$ cat config.mk
export PLATFORM = sky130hd
export DESIGN_NAME = water_sensor_conditioner_top
export DESIGN_NICKNAME = d
export VERILOG_FILES = /design/src/hdl/wsc_pkg.sv /design/src/hdl/water_sensor_conditioner_top.sv
export SDC_FILE = /design/constraint.sdc
export NUM_CORES = 2
export LEC_CHECK = 0
export ABC_AREA = 0
export BUFFER_PORTS_ARGS = -buffer_cell sky130_fd_sc_hd__buf_2
export CORE_AREA = 2 2 313 315
export DETAILED_ROUTE_END_ITERATION = 8
export DIE_AREA = 0 0 315 317
export PLACE_DENSITY_LB_ADDON = 0.05
export SLEW_MARGIN = 40
export SYNTH_ARGS = -nofsm -noshare
export SYNTH_HDL_FRONTEND = slang
export SYNTH_SLANG_ARGS = --single-unit
$ cat constraint.sdc
create_clock -name clock -period 4.4 [get_ports clock]
set_input_delay 0.44 -clock clock [delete_from_list [all_inputs] [get_ports clock]]
set_output_delay 0.44 -clock clock [all_outputs]
set_load 0.05 [all_outputs]
$ cat src/hdl/wsc_pkg.sv
// ============================================================================
// Water sensor conditioner package
// Types and fixed constants shared by the conditioner and its checker.
// ============================================================================
package wsc_pkg;

   // Sequencer states.
   typedef enum logic [2:0] {
      ST_IDLE,
      ST_DIV,
      ST_PREP,
      ST_MUL,
      ST_POST,
      ST_DONE
   } state_type;

   // Configuration register indexes.
   typedef logic [2:0] csr_index_type;
   localparam csr_index_type CSR_READ_INTERVAL = 3'd0;
   localparam csr_index_type CSR_PH_OFFSET     = 3'd1;
   localparam csr_index_type CSR_PH_SCALE      = 3'd2;
   localparam csr_index_type CSR_TEMP_OFFSET   = 3'd3;
   localparam csr_index_type CSR_TEMP_SCALE    = 3'd4;
   localparam csr_index_type CSR_ORP_OFFSET    = 3'd5;
   localparam csr_index_type CSR_ORP_SCALE     = 3'd6;

   // Channel lanes.
   localparam int LANES   = 3;
   localparam int LANE_PH = 0;
   localparam int LANE_TP = 1;
   localparam int LANE_OR = 2;

   // Step counter for the serial divider and multiplier.
   typedef logic [4:0] count_type;
   localparam int        DIV_STEPS = 12;
   localparam int        MUL_STEPS = 17;
   localparam count_type DIV_LAST  = count_type'(DIV_STEPS - 1);
   localparam count_type MUL_LAST  = count_type'(MUL_STEPS - 1);

   // Code to millivolts: code * 3300 / 4095 reduces to code * 220 / 273.
   localparam int MV_GAIN    = 220;
   localparam int MV_DIVISOR = 273;

   // Limits in milli-units.
   localparam int PH_MAX_MILLI  = 14000;
   localparam int TEMP_MIN      = -10000;
   localparam int TEMP_MAX      = 50000;
   localparam int ORP_MIN       = -1000;
   localparam int ORP_MAX       = 1000;
   localparam int CL_ZERO_MV    = 650;
   localparam int CL_FULL_MV    = 1150;
   localparam int CL_MAX_MILLI  = 10000;
   localparam int PH_STILL      = 10;
   localparam int TEMP_STILL    = 100;
   localparam int STUCK_LIMIT   = 10;
   localparam int PREVIOUS_INIT = -1000;

   // Reset values of the configuration registers.
   localparam logic [31:0]        INTERVAL_INIT = 32'd1000;
   localparam logic signed [23:0] SCALE_INIT    = 24'sd65536;

   // Per-cycle control decoded from the sequencer state.
   typedef struct packed {
      logic accept;
      logic div_step;
      logic div_last;
      logic mul_load;
      logic mul_step;
      logic mul_last;
      logic post;
      logic emit;
   } ctl_type;

endpackage

$ cat src/hdl/water_sensor_conditioner_top.sv
// ============================================================================
// Water sensor conditioner
// Converts three ADC codes to calibrated pH, temperature, ORP and chlorine,
// caches range-checked readings and flags a stuck sensor set.
// ============================================================================
//
//   Channel  Direction  Handshake              Word contents
//   req_     in         req_valid / req_ready  time stamp and three ADC codes
//   rsp_     out        rsp_valid / rsp_ready  readings, stamp, fresh, stuck
//   csr_     in         csr_valid / csr_ready  register index and data
//
// A word whose read interval has elapsed passes from acceptance through the
// bit-serial code divider, a load step, the bit-serial calibration multiplier,
// a post-processing and an output step before the next word can be accepted.
// The three channels run in parallel lanes. A word inside the interval goes
// straight to post-processing and output. Reset is synchronous and restores
// the register defaults and the cached set. The result waits in an output
// register; a stalled rsp_ready holds the block in its output step.
//
module water_sensor_conditioner_top
   import wsc_pkg::*;
(
   input  logic               clock,
   input  logic               reset,
   input  logic               req_valid,
   output logic               req_ready,
   input  logic [31:0]        req_time_ms,
   input  logic [11:0]        req_ph_code,
   input  logic [11:0]        req_temp_code,
   input  logic [11:0]        req_orp_code,
   output logic               rsp_valid,
   input  logic               rsp_ready,
   output logic [13:0]        rsp_ph_milli,
   output logic signed [16:0] rsp_temp_milli,
   output logic signed [10:0] rsp_orp_mv,
   output logic [13:0]        rsp_chlorine_milli,
   output logic [31:0]        rsp_stamp_ms,
   output logic               rsp_fresh,
   output logic               rsp_stuck,
   input  logic               csr_valid,
   output logic               csr_ready,
   input  logic [2:0]         csr_index,
   input  logic [31:0]        csr_data
);

   // Configuration registers.
   logic [31:0]        interval_ff, interval_in;
   logic signed [15:0] offset_ff [LANES];
   logic signed [15:0] offset_in [LANES];
   logic signed [23:0] scale_ff  [LANES];
   logic signed [23:0] scale_in  [LANES];

   // Sequencer.
   state_type state_ff, state_in;
   count_type cnt_ff, cnt_in;
   ctl_type   ctl;

   // Word in flight.
   logic [31:0] time_ff, time_in;
   logic        took_read_ff, took_read_in;
   logic        fresh_ff, fresh_in;
   logic [11:0] req_code [LANES];
   logic signed [25:0] cal_w [LANES];
   logic        elapsed;

   // Cached set and stuck detector state.
   logic [31:0]        last_read_ff, last_read_in;
   logic [13:0]        cached_ph_ff, cached_ph_in;
   logic signed [16:0] cached_temp_ff, cached_temp_in;
   logic signed [10:0] cached_orp_ff, cached_orp_in;
   logic [13:0]        cached_cl_ff, cached_cl_in;
   logic [31:0]        cached_stamp_ff, cached_stamp_in;
   logic signed [14:0] prev_ph_ff, prev_ph_in;
   logic signed [16:0] prev_temp_ff, prev_temp_in;
   logic [7:0]         count_ff, count_in;

   // Output register.
   logic               rsp_valid_ff, rsp_valid_in;
   logic [13:0]        rsp_ph_ff, rsp_ph_in;
   logic signed [16:0] rsp_temp_ff, rsp_temp_in;
   logic signed [10:0] rsp_orp_ff, rsp_orp_in;
   logic [13:0]        rsp_cl_ff, rsp_cl_in;
   logic [31:0]        rsp_stamp_ff, rsp_stamp_in;
   logic               rsp_fresh_ff, rsp_fresh_in;
   logic               rsp_stuck_ff, rsp_stuck_in;

   // Post-processing terms.
   logic signed [25:0] ph_cal, tp_cal, or_cal;
   logic [13:0]        ph_val, cl_val;
   logic [25:0]        orp_rel;
   logic [8:0]         cl_off;
   logic               temp_ok, orp_ok;

   // Stuck detector terms.
   logic signed [15:0] ph_delta;
   logic signed [17:0] temp_delta;
   logic               unchanged, stuck_now;
   logic [7:0]         count_next;

   assign csr_ready = 1'b1;
   assign req_ready = (state_ff == ST_IDLE);

   assign req_code[LANE_PH] = req_ph_code;
   assign req_code[LANE_TP] = req_temp_code;
   assign req_code[LANE_OR] = req_orp_code;

   // Read interval check on the wrapping millisecond clock.
   assign elapsed = (req_time_ms - last_read_ff) >= interval_ff;

   // Configuration writes.
   always_comb begin
      interval_in = interval_ff;
      offset_in   = offset_ff;
      scale_in    = scale_ff;
      if (csr_valid) begin
         case (csr_index)
            CSR_READ_INTERVAL: interval_in         = csr_data;
            CSR_PH_OFFSET:     offset_in[LANE_PH]  = csr_data[15:0];
            CSR_PH_SCALE:      scale_in[LANE_PH]   = csr_data[23:0];
            CSR_TEMP_OFFSET:   offset_in[LANE_TP]  = csr_data[15:0];
            CSR_TEMP_SCALE:    scale_in[LANE_TP]   = csr_data[23:0];
            CSR_ORP_OFFSET:    offset_in[LANE_OR]  = csr_data[15:0];
            CSR_ORP_SCALE:     scale_in[LANE_OR]   = csr_data[23:0];
            default: ;
         endcase
      end
   end

   // Next state.
   always_comb begin
      state_in = state_ff;
      case (state_ff)
         ST_IDLE: begin
            if (req_valid) begin
               state_in = elapsed ? ST_DIV : ST_POST;
            end
         end
         ST_DIV: begin
            if (cnt_ff == DIV_LAST) begin
               state_in = ST_PREP;
            end
         end
         ST_PREP: state_in = ST_MUL;
         ST_MUL: begin
            if (cnt_ff == MUL_LAST) begin
               state_in = ST_POST;
            end
         end
         ST_POST: state_in = ST_DONE;
         ST_DONE: begin
            if (!rsp_valid_ff || rsp_ready) begin
               state_in = ST_IDLE;
            end
         end
         default: state_in = ST_IDLE;
      endcase
   end

   // Control decode.
   always_comb begin
      ctl = '0;
      case (state_ff)
         ST_IDLE: ctl.accept = req_valid;
         ST_DIV: begin
            ctl.div_step = 1'b1;
            ctl.div_last = (cnt_ff == DIV_LAST);
         end
         ST_PREP: ctl.mul_load = 1'b1;
         ST_MUL: begin
            ctl.mul_step = 1'b1;
            ctl.mul_last = (cnt_ff == MUL_LAST);
         end
         ST_POST: ctl.post = 1'b1;
         ST_DONE: ctl.emit = !rsp_valid_ff || rsp_ready;
         default: ;
      endcase
   end

   // Step counter shared by the divider and multiplier phases.
   always_comb begin
      if ((ctl.div_step && !ctl.div_last) || (ctl.mul_step && !ctl.mul_last)) begin
         cnt_in = cnt_ff + count_type'(1);
      end else begin
         cnt_in = '0;
      end
   end

   // One lane per channel: serial divider to millivolts, then serial multiply.
   for (genvar g = 0; g < LANES; g++) begin : g_lane
      logic [8:0]         rem_ff, rem_in;
      logic [11:0]        dq_ff, dq_in;
      logic signed [24:0] hi_ff, hi_in;
      logic [16:0]        lo_ff, lo_in;
      logic [19:0]        dividend;
      logic [9:0]         trial;
      logic               trial_ge;
      logic signed [16:0] diff;
      logic signed [25:0] scale_ext, addend, sum;

      always_comb begin
         dividend  = 20'(req_code[g]) * 20'(MV_GAIN);
         trial     = {rem_ff, dq_ff[11]};
         trial_ge  = trial >= 10'(MV_DIVISOR);
         diff      = {5'b0, dq_ff} - {offset_ff[g][15], offset_ff[g]};
         scale_ext = {{2{scale_ff[g][23]}}, scale_ff[g]};
         // The sign bit of the multiplier carries negative weight.
         if (!lo_ff[0]) begin
            addend = '0;
         end else if (ctl.mul_last) begin
            addend = -scale_ext;
         end else begin
            addend = scale_ext;
         end
         sum = {hi_ff[24], hi_ff} + addend;

         rem_in = rem_ff;
         dq_in  = dq_ff;
         if (ctl.accept) begin
            rem_in = {1'b0, dividend[19:12]};
            dq_in  = dividend[11:0];
         end else if (ctl.div_step) begin
            rem_in = trial_ge ? 9'(trial - 10'(MV_DIVISOR)) : trial[8:0];
            dq_in  = {dq_ff[10:0], trial_ge};
         end

         hi_in = hi_ff;
         lo_in = lo_ff;
         if (ctl.mul_load) begin
            hi_in = '0;
            lo_in = diff;
         end else if (ctl.mul_step) begin
            hi_in = sum[25:1];
            lo_in = {sum[0], lo_ff[16:1]};
         end
      end

      always_ff @(posedge clock) begin
         rem_ff <= rem_in;
         dq_ff  <= dq_in;
         hi_ff  <= hi_in;
         lo_ff  <= lo_in;
      end

      // Product shifted down by 16 bits, floored.
      assign cal_w[g] = {hi_ff, lo_ff[16]};
   end

   // Clamps and range checks on the calibrated values.
   always_comb begin
      ph_cal = cal_w[LANE_PH];
      tp_cal = cal_w[LANE_TP];
      or_cal = cal_w[LANE_OR];

      if (ph_cal < 0) begin
         ph_val = '0;
      end else if (ph_cal > PH_MAX_MILLI) begin
         ph_val = 14'(PH_MAX_MILLI);
      end else begin
         ph_val = ph_cal[13:0];
      end

      temp_ok = (tp_cal >= TEMP_MIN) && (tp_cal <= TEMP_MAX);
      orp_ok  = (or_cal >= ORP_MIN) && (or_cal <= ORP_MAX);

      // Chlorine is twenty milli-ppm per millivolt above the zero point.
      orp_rel = or_cal - 26'(CL_ZERO_MV);
      cl_off  = orp_rel[8:0];
      if (or_cal <= CL_ZERO_MV) begin
         cl_val = '0;
      end else if (or_cal >= CL_FULL_MV) begin
         cl_val = 14'(CL_MAX_MILLI);
      end else begin
         cl_val = ({5'b0, cl_off} << 4) + ({5'b0, cl_off} << 2);
      end
   end

   // Stuck detector on the cached set.
   always_comb begin
      ph_delta   = {2'b0, cached_ph_ff} - {prev_ph_ff[14], prev_ph_ff};
      temp_delta = {cached_temp_ff[16], cached_temp_ff} - {prev_temp_ff[16], prev_temp_ff};
      unchanged  = (ph_delta > -PH_STILL) && (ph_delta < PH_STILL) &&
                   (temp_delta > -TEMP_STILL) && (temp_delta < TEMP_STILL);
      if (!unchanged) begin
         count_next = '0;
      end else if (count_ff != 8'hFF) begin
         count_next = count_ff + 8'd1;
      end else begin
         count_next = count_ff;
      end
      stuck_now = unchanged && (count_next > 8'(STUCK_LIMIT));
   end

   // Word, cache and output register updates.
   always_comb begin
      time_in         = time_ff;
      took_read_in    = took_read_ff;
      fresh_in        = fresh_ff;
      last_read_in    = last_read_ff;
      cached_ph_in    = cached_ph_ff;
      cached_temp_in  = cached_temp_ff;
      cached_orp_in   = cached_orp_ff;
      cached_cl_in    = cached_cl_ff;
      cached_stamp_in = cached_stamp_ff;
      prev_ph_in      = prev_ph_ff;
      prev_temp_in    = prev_temp_ff;
      count_in        = count_ff;
      rsp_valid_in    = rsp_valid_ff && !rsp_ready;
      rsp_ph_in       = rsp_ph_ff;
      rsp_temp_in     = rsp_temp_ff;
      rsp_orp_in      = rsp_orp_ff;
      rsp_cl_in       = rsp_cl_ff;
      rsp_stamp_in    = rsp_stamp_ff;
      rsp_fresh_in    = rsp_fresh_ff;
      rsp_stuck_in    = rsp_stuck_ff;

      if (ctl.accept) begin
         time_in      = req_time_ms;
         took_read_in = elapsed;
      end

      if (ctl.post) begin
         fresh_in = took_read_ff && temp_ok && orp_ok;
         if (took_read_ff && temp_ok && orp_ok) begin
            cached_ph_in    = ph_val;
            cached_temp_in  = tp_cal[16:0];
            cached_orp_in   = or_cal[10:0];
            cached_cl_in    = cl_val;
            cached_stamp_in = time_ff;
            last_read_in    = time_ff;
         end
      end

      if (ctl.emit) begin
         count_in = count_next;
         if (!stuck_now) begin
            prev_ph_in   = {1'b0, cached_ph_ff};
            prev_temp_in = cached_temp_ff;
         end
         rsp_valid_in = 1'b1;
         rsp_ph_in    = cached_ph_ff;
         rsp_temp_in  = cached_temp_ff;
         rsp_orp_in   = cached_orp_ff;
         rsp_cl_in    = cached_cl_ff;
         rsp_stamp_in = cached_stamp_ff;
         rsp_fresh_in = fresh_ff;
         rsp_stuck_in = stuck_now;
      end
   end

   // Control and state registers.
   always_ff @(posedge clock) begin
      if (reset) begin
         interval_ff     <= INTERVAL_INIT;
         offset_ff       <= '{default: '0};
         scale_ff        <= '{default: SCALE_INIT};
         state_ff        <= ST_IDLE;
         cnt_ff          <= '0;
         last_read_ff    <= '0;
         cached_ph_ff    <= '0;
         cached_temp_ff  <= '0;
         cached_orp_ff   <= '0;
         cached_cl_ff    <= '0;
         cached_stamp_ff <= '0;
         prev_ph_ff      <= 15'(PREVIOUS_INIT);
         prev_temp_ff    <= 17'(PREVIOUS_INIT);
         count_ff        <= '0;
         rsp_valid_ff    <= 1'b0;
      end else begin
         interval_ff     <= interval_in;
         offset_ff       <= offset_in;
         scale_ff        <= scale_in;
         state_ff        <= state_in;
         cnt_ff          <= cnt_in;
         last_read_ff    <= last_read_in;
         cached_ph_ff    <= cached_ph_in;
         cached_temp_ff  <= cached_temp_in;
         cached_orp_ff   <= cached_orp_in;
         cached_cl_ff    <= cached_cl_in;
         cached_stamp_ff <= cached_stamp_in;
         prev_ph_ff      <= prev_ph_in;
         prev_temp_ff    <= prev_temp_in;
         count_ff        <= count_in;
         rsp_valid_ff    <= rsp_valid_in;
      end
   end

   // Payload registers.
   always_ff @(posedge clock) begin
      time_ff      <= time_in;
      took_read_ff <= took_read_in;
      fresh_ff     <= fresh_in;
      rsp_ph_ff    <= rsp_ph_in;
      rsp_temp_ff  <= rsp_temp_in;
      rsp_orp_ff   <= rsp_orp_in;
      rsp_cl_ff    <= rsp_cl_in;
      rsp_stamp_ff <= rsp_stamp_in;
      rsp_fresh_ff <= rsp_fresh_in;
      rsp_stuck_ff <= rsp_stuck_in;
   end

   assign rsp_valid          = rsp_valid_ff;
   assign rsp_ph_milli       = rsp_ph_ff;
   assign rsp_temp_milli     = rsp_temp_ff;
   assign rsp_orp_mv         = rsp_orp_ff;
   assign rsp_chlorine_milli = rsp_cl_ff;
   assign rsp_stamp_ms       = rsp_stamp_ff;
   assign rsp_fresh          = rsp_fresh_ff;
   assign rsp_stuck          = rsp_stuck_ff;

endmodule

==> metrics <==
outcome finished with violations; failing checks negative setup slack; total CTS buffers 73; critical path's most frequent cell a21oi_2; crit-path max cell delay 0.42 ns; worst hold path type in -> reg; dpl cells 5978; crit end category flop; largest net degree at the start of global routing 139; clock buffer depth 3; P_leak 18.9 nW; Tmin final 4.54 ns; Avg Inst Size Synth 8.70 um^2; initial antenna violation count 5; Post-Synthesis Cells 4410; Area Growth Syn to Fin 19.6%; CTS Sinks 598; final period utilization 1.03; DIE AREA roughly 100000 um^2; initial DRC count 1717; # port buffers about 200; post-synthesis cell area 38400 um^2; fraction of registers with async set/reset 0; I/O pins 201; GR Overflow Total 0; worst hold margin 0.0426 ns; drt pass-1 iters 5; leading cell type in the layout, fill and taps excluded nand2_1; Synth Register Bits 598; Worst VDD drop between 0.0002 and 0.0003 V; YS warnings 0; Die X-Extent ~320 um; share of layout cells above drive strength 1 0.154; Main synth FF type dfxtp_1; FF-to-FF path depth 27; clk_lat worst skew 0.63 ns; Rel. slew slack 0.479; Ant. Diodes 0; final setup TNS -0.366 ns; Critical Path Source Type flop; Final Max Slew Viols 0; final hold viol count 0; antenna-violating nets left 0; drt wl/cell around 17 um; fin nets 5369; max frequency between 0.2 and 0.25 GHz; total wire length 104000 um; EDFF count, synth 227; vias in the first global route around 30000; Final HPWL DP around 76000 um; Std-Cell Rows 114; Finish-stage setup viols 3; final core utilization 0.477; Starting Density 0.399; pre-CTS setup slack -0.546 ns; sequential element share of the synthesized area 0.371; commonest non-fill, non-tap cells in the layout 702 x nand2_1, 424 x a21oi_1, 388 x inv_1, 367 x dfxtp_1, 327 x ha_1; Hold Crit Depth 1; critical path type reg -> reg; max cap viols 0; Worst-path clk slew 0.06 ns; gpl congestion 0.827; H-tree Lvls 3; first-pass GRT wire length ~160000 um; core area 96300 um^2; worst setup margin -0.141 ns; setup repair after global routing missed its margin true; CP required 4.97 ns; clock skew 0.0267 ns; cell at the slowest stage of the critical path o41a_1; Vias approximately 32000; Fillers 9528; global-route usage over all layers 0.205; Pwr Density 481 nW/um^2; Worst Tran Pin Value just under 0.8 ns; Synth cell types 81; CTS tree yes; Max FO, Critical Path 3; Worst EP arrival 5.11 ns; Finished Layout Cells a little over 6000; DR vias/cell 5.11; Die Y 317 um; Root Buffer clkbuf_16; number of remaining DRC errors 0
==> cell families (layout without fill, tap and decap cells) <==
logic type,Yosys count,after routing,share of synthesized area
AO/OA/AOI/OAI,1140,1140,0.182
XOR/XNOR,266,266,0.0607
adder cells (fa/ha/maj),431,431,0.159
buffers and inverters,559,1039,0.0566
flip-flops,598,598,0.371
multiplexers,9,9,0.00235
other,2,3,0.000196
AND/OR/NAND/NOR,1405,1405,0.168
==> timing repair <==
item | 4_1_cts | 5_1_grt
pin swaps | 26 | 57
cloned | 0 | 1
endpoints found under the hold margin | 27 | 0
hold buffers | 27 | 0
setup endpoints to repair | 11 | 58
buffers inserted | 7 | 19
resized for setup | 32 | 103
==> cells in the mapped netlist (26+ instances only) <==
master | n | area share
nand4_1 | 26 | 0.0042
and3_1 | 29 | 0.0047
nand3_1 | 78 | 0.010
a31oi_1 | 27 | 0.0044
a21oi_1 | 433 | 0.056
nand2_1 | 708 | 0.069
nor2_1 | 183 | 0.018
a21o_1 | 54 | 0.011
nor3_1 | 75 | 0.0098
edfxtp_1 | 227 | 0.18
o21a_1 | 33 | 0.0065
nor2b_1 | 43 | 0.0070
clkbuf_1 | 149 | 0.015
inv_1 | 393 | 0.038
ha_1 | 337 | 0.11
nor4_1 | 33 | 0.0054
o31ai_1 | 51 | 0.010
o21bai_1 | 32 | 0.0063
nand2b_1 | 53 | 0.0086
or3_1 | 31 | 0.0051
xor2_1 | 111 | 0.025
o21ai_0 | 275 | 0.036
a21boi_0 | 26 | 0.0051
fa_1 | 94 | 0.049
and2_1 | 69 | 0.011
dfxtp_1 | 371 | 0.19
xnor2_1 | 155 | 0.035
==> registers in the layout, indices dropped and copies added, names as in the netlist, 12 cells and up <==
name and cells:
cached_cl_ff 12, cached_ph_ff 14, cached_stamp_ff 32, cached_temp_ff 17, g_lane.dq_ff 36, g_lane.hi_ff 75
g_lane.lo_ff 51, g_lane.rem_ff 27, g_lane.scale_ext 72, interval_ff 32, offset_ff 48, prev_ph_ff 15
prev_temp_ff 17, rsp_chlorine_milli 12, rsp_ph_milli 14, rsp_stamp_ms 32, rsp_temp_milli 17, time_ff 32
==> path summary, 6_finish.rpt <==
check | end | slack, ns | from
worst max-delay path | state_ff[2] | -0.14 | cached_stamp_ff[5]
worst min-delay path | time_ff[9] | 0.04 | req_time_ms[9]
worst max register to register | state_ff[2] | -0.14 | cached_stamp_ff[5]
worst min register to register | rsp_orp_mv[10] | 0.42 | cached_orp_ff[10]
==> stage by stage <==
step / power, mW / cell area, um^2
after global routing: 23.8 / 45900
after floorplan: 13.4 / 38400
after global placement: 15.9 / 42400
after CTS: 22.3 / 45300
after detailed placement: 15.9 / 42400
final: 22.1 / 45900
==> worst max-delay path: cells and delay by family (launching register included) <==
kind / cells / cell delay (ns)
xor+xnor: 1 / 0.14
simple gates: 5 / 0.49
fa+ha+maj: 2 / 0.49
flops: 1 / 0.33
compound gates: 16 / 2.64
buf+inv: 3 / 0.39
==> power breakdown <==
group | internal [mW] | total (mW) | switching, mW
registers | 6.88 | 7.48 | 0.594
logic | 3.43 | 8.44 | 5.01
clock network | 3.65 | 6.16 | 2.50
==> per-layer routing <==
metal / vias up / share of wire / global-route usage
met5: - / 0.00062 / 0
met4: 10 / 0.013 / 0.0396
met3: 91 / 0.034 / 0.0274
met2: 420 / 0.47 / 0.348
met1: 14800 / 0.48 / 0.280
li1: 16200 / - / -
==> final cells by class <==
type	count	area (um^2)	share of cell area
well taps	1276	1600	0.0348
flip-flops and latches	598	14200	0.310
multi-input cells	3254	22600	0.492
clock buffers	105	2150	0.0468
repair buffers	509	3520	0.0767
clock inverters	31	304	0.00662
inverters	394	1480	0.0323
Note: power is estimated with default switching activity, not from simulation.
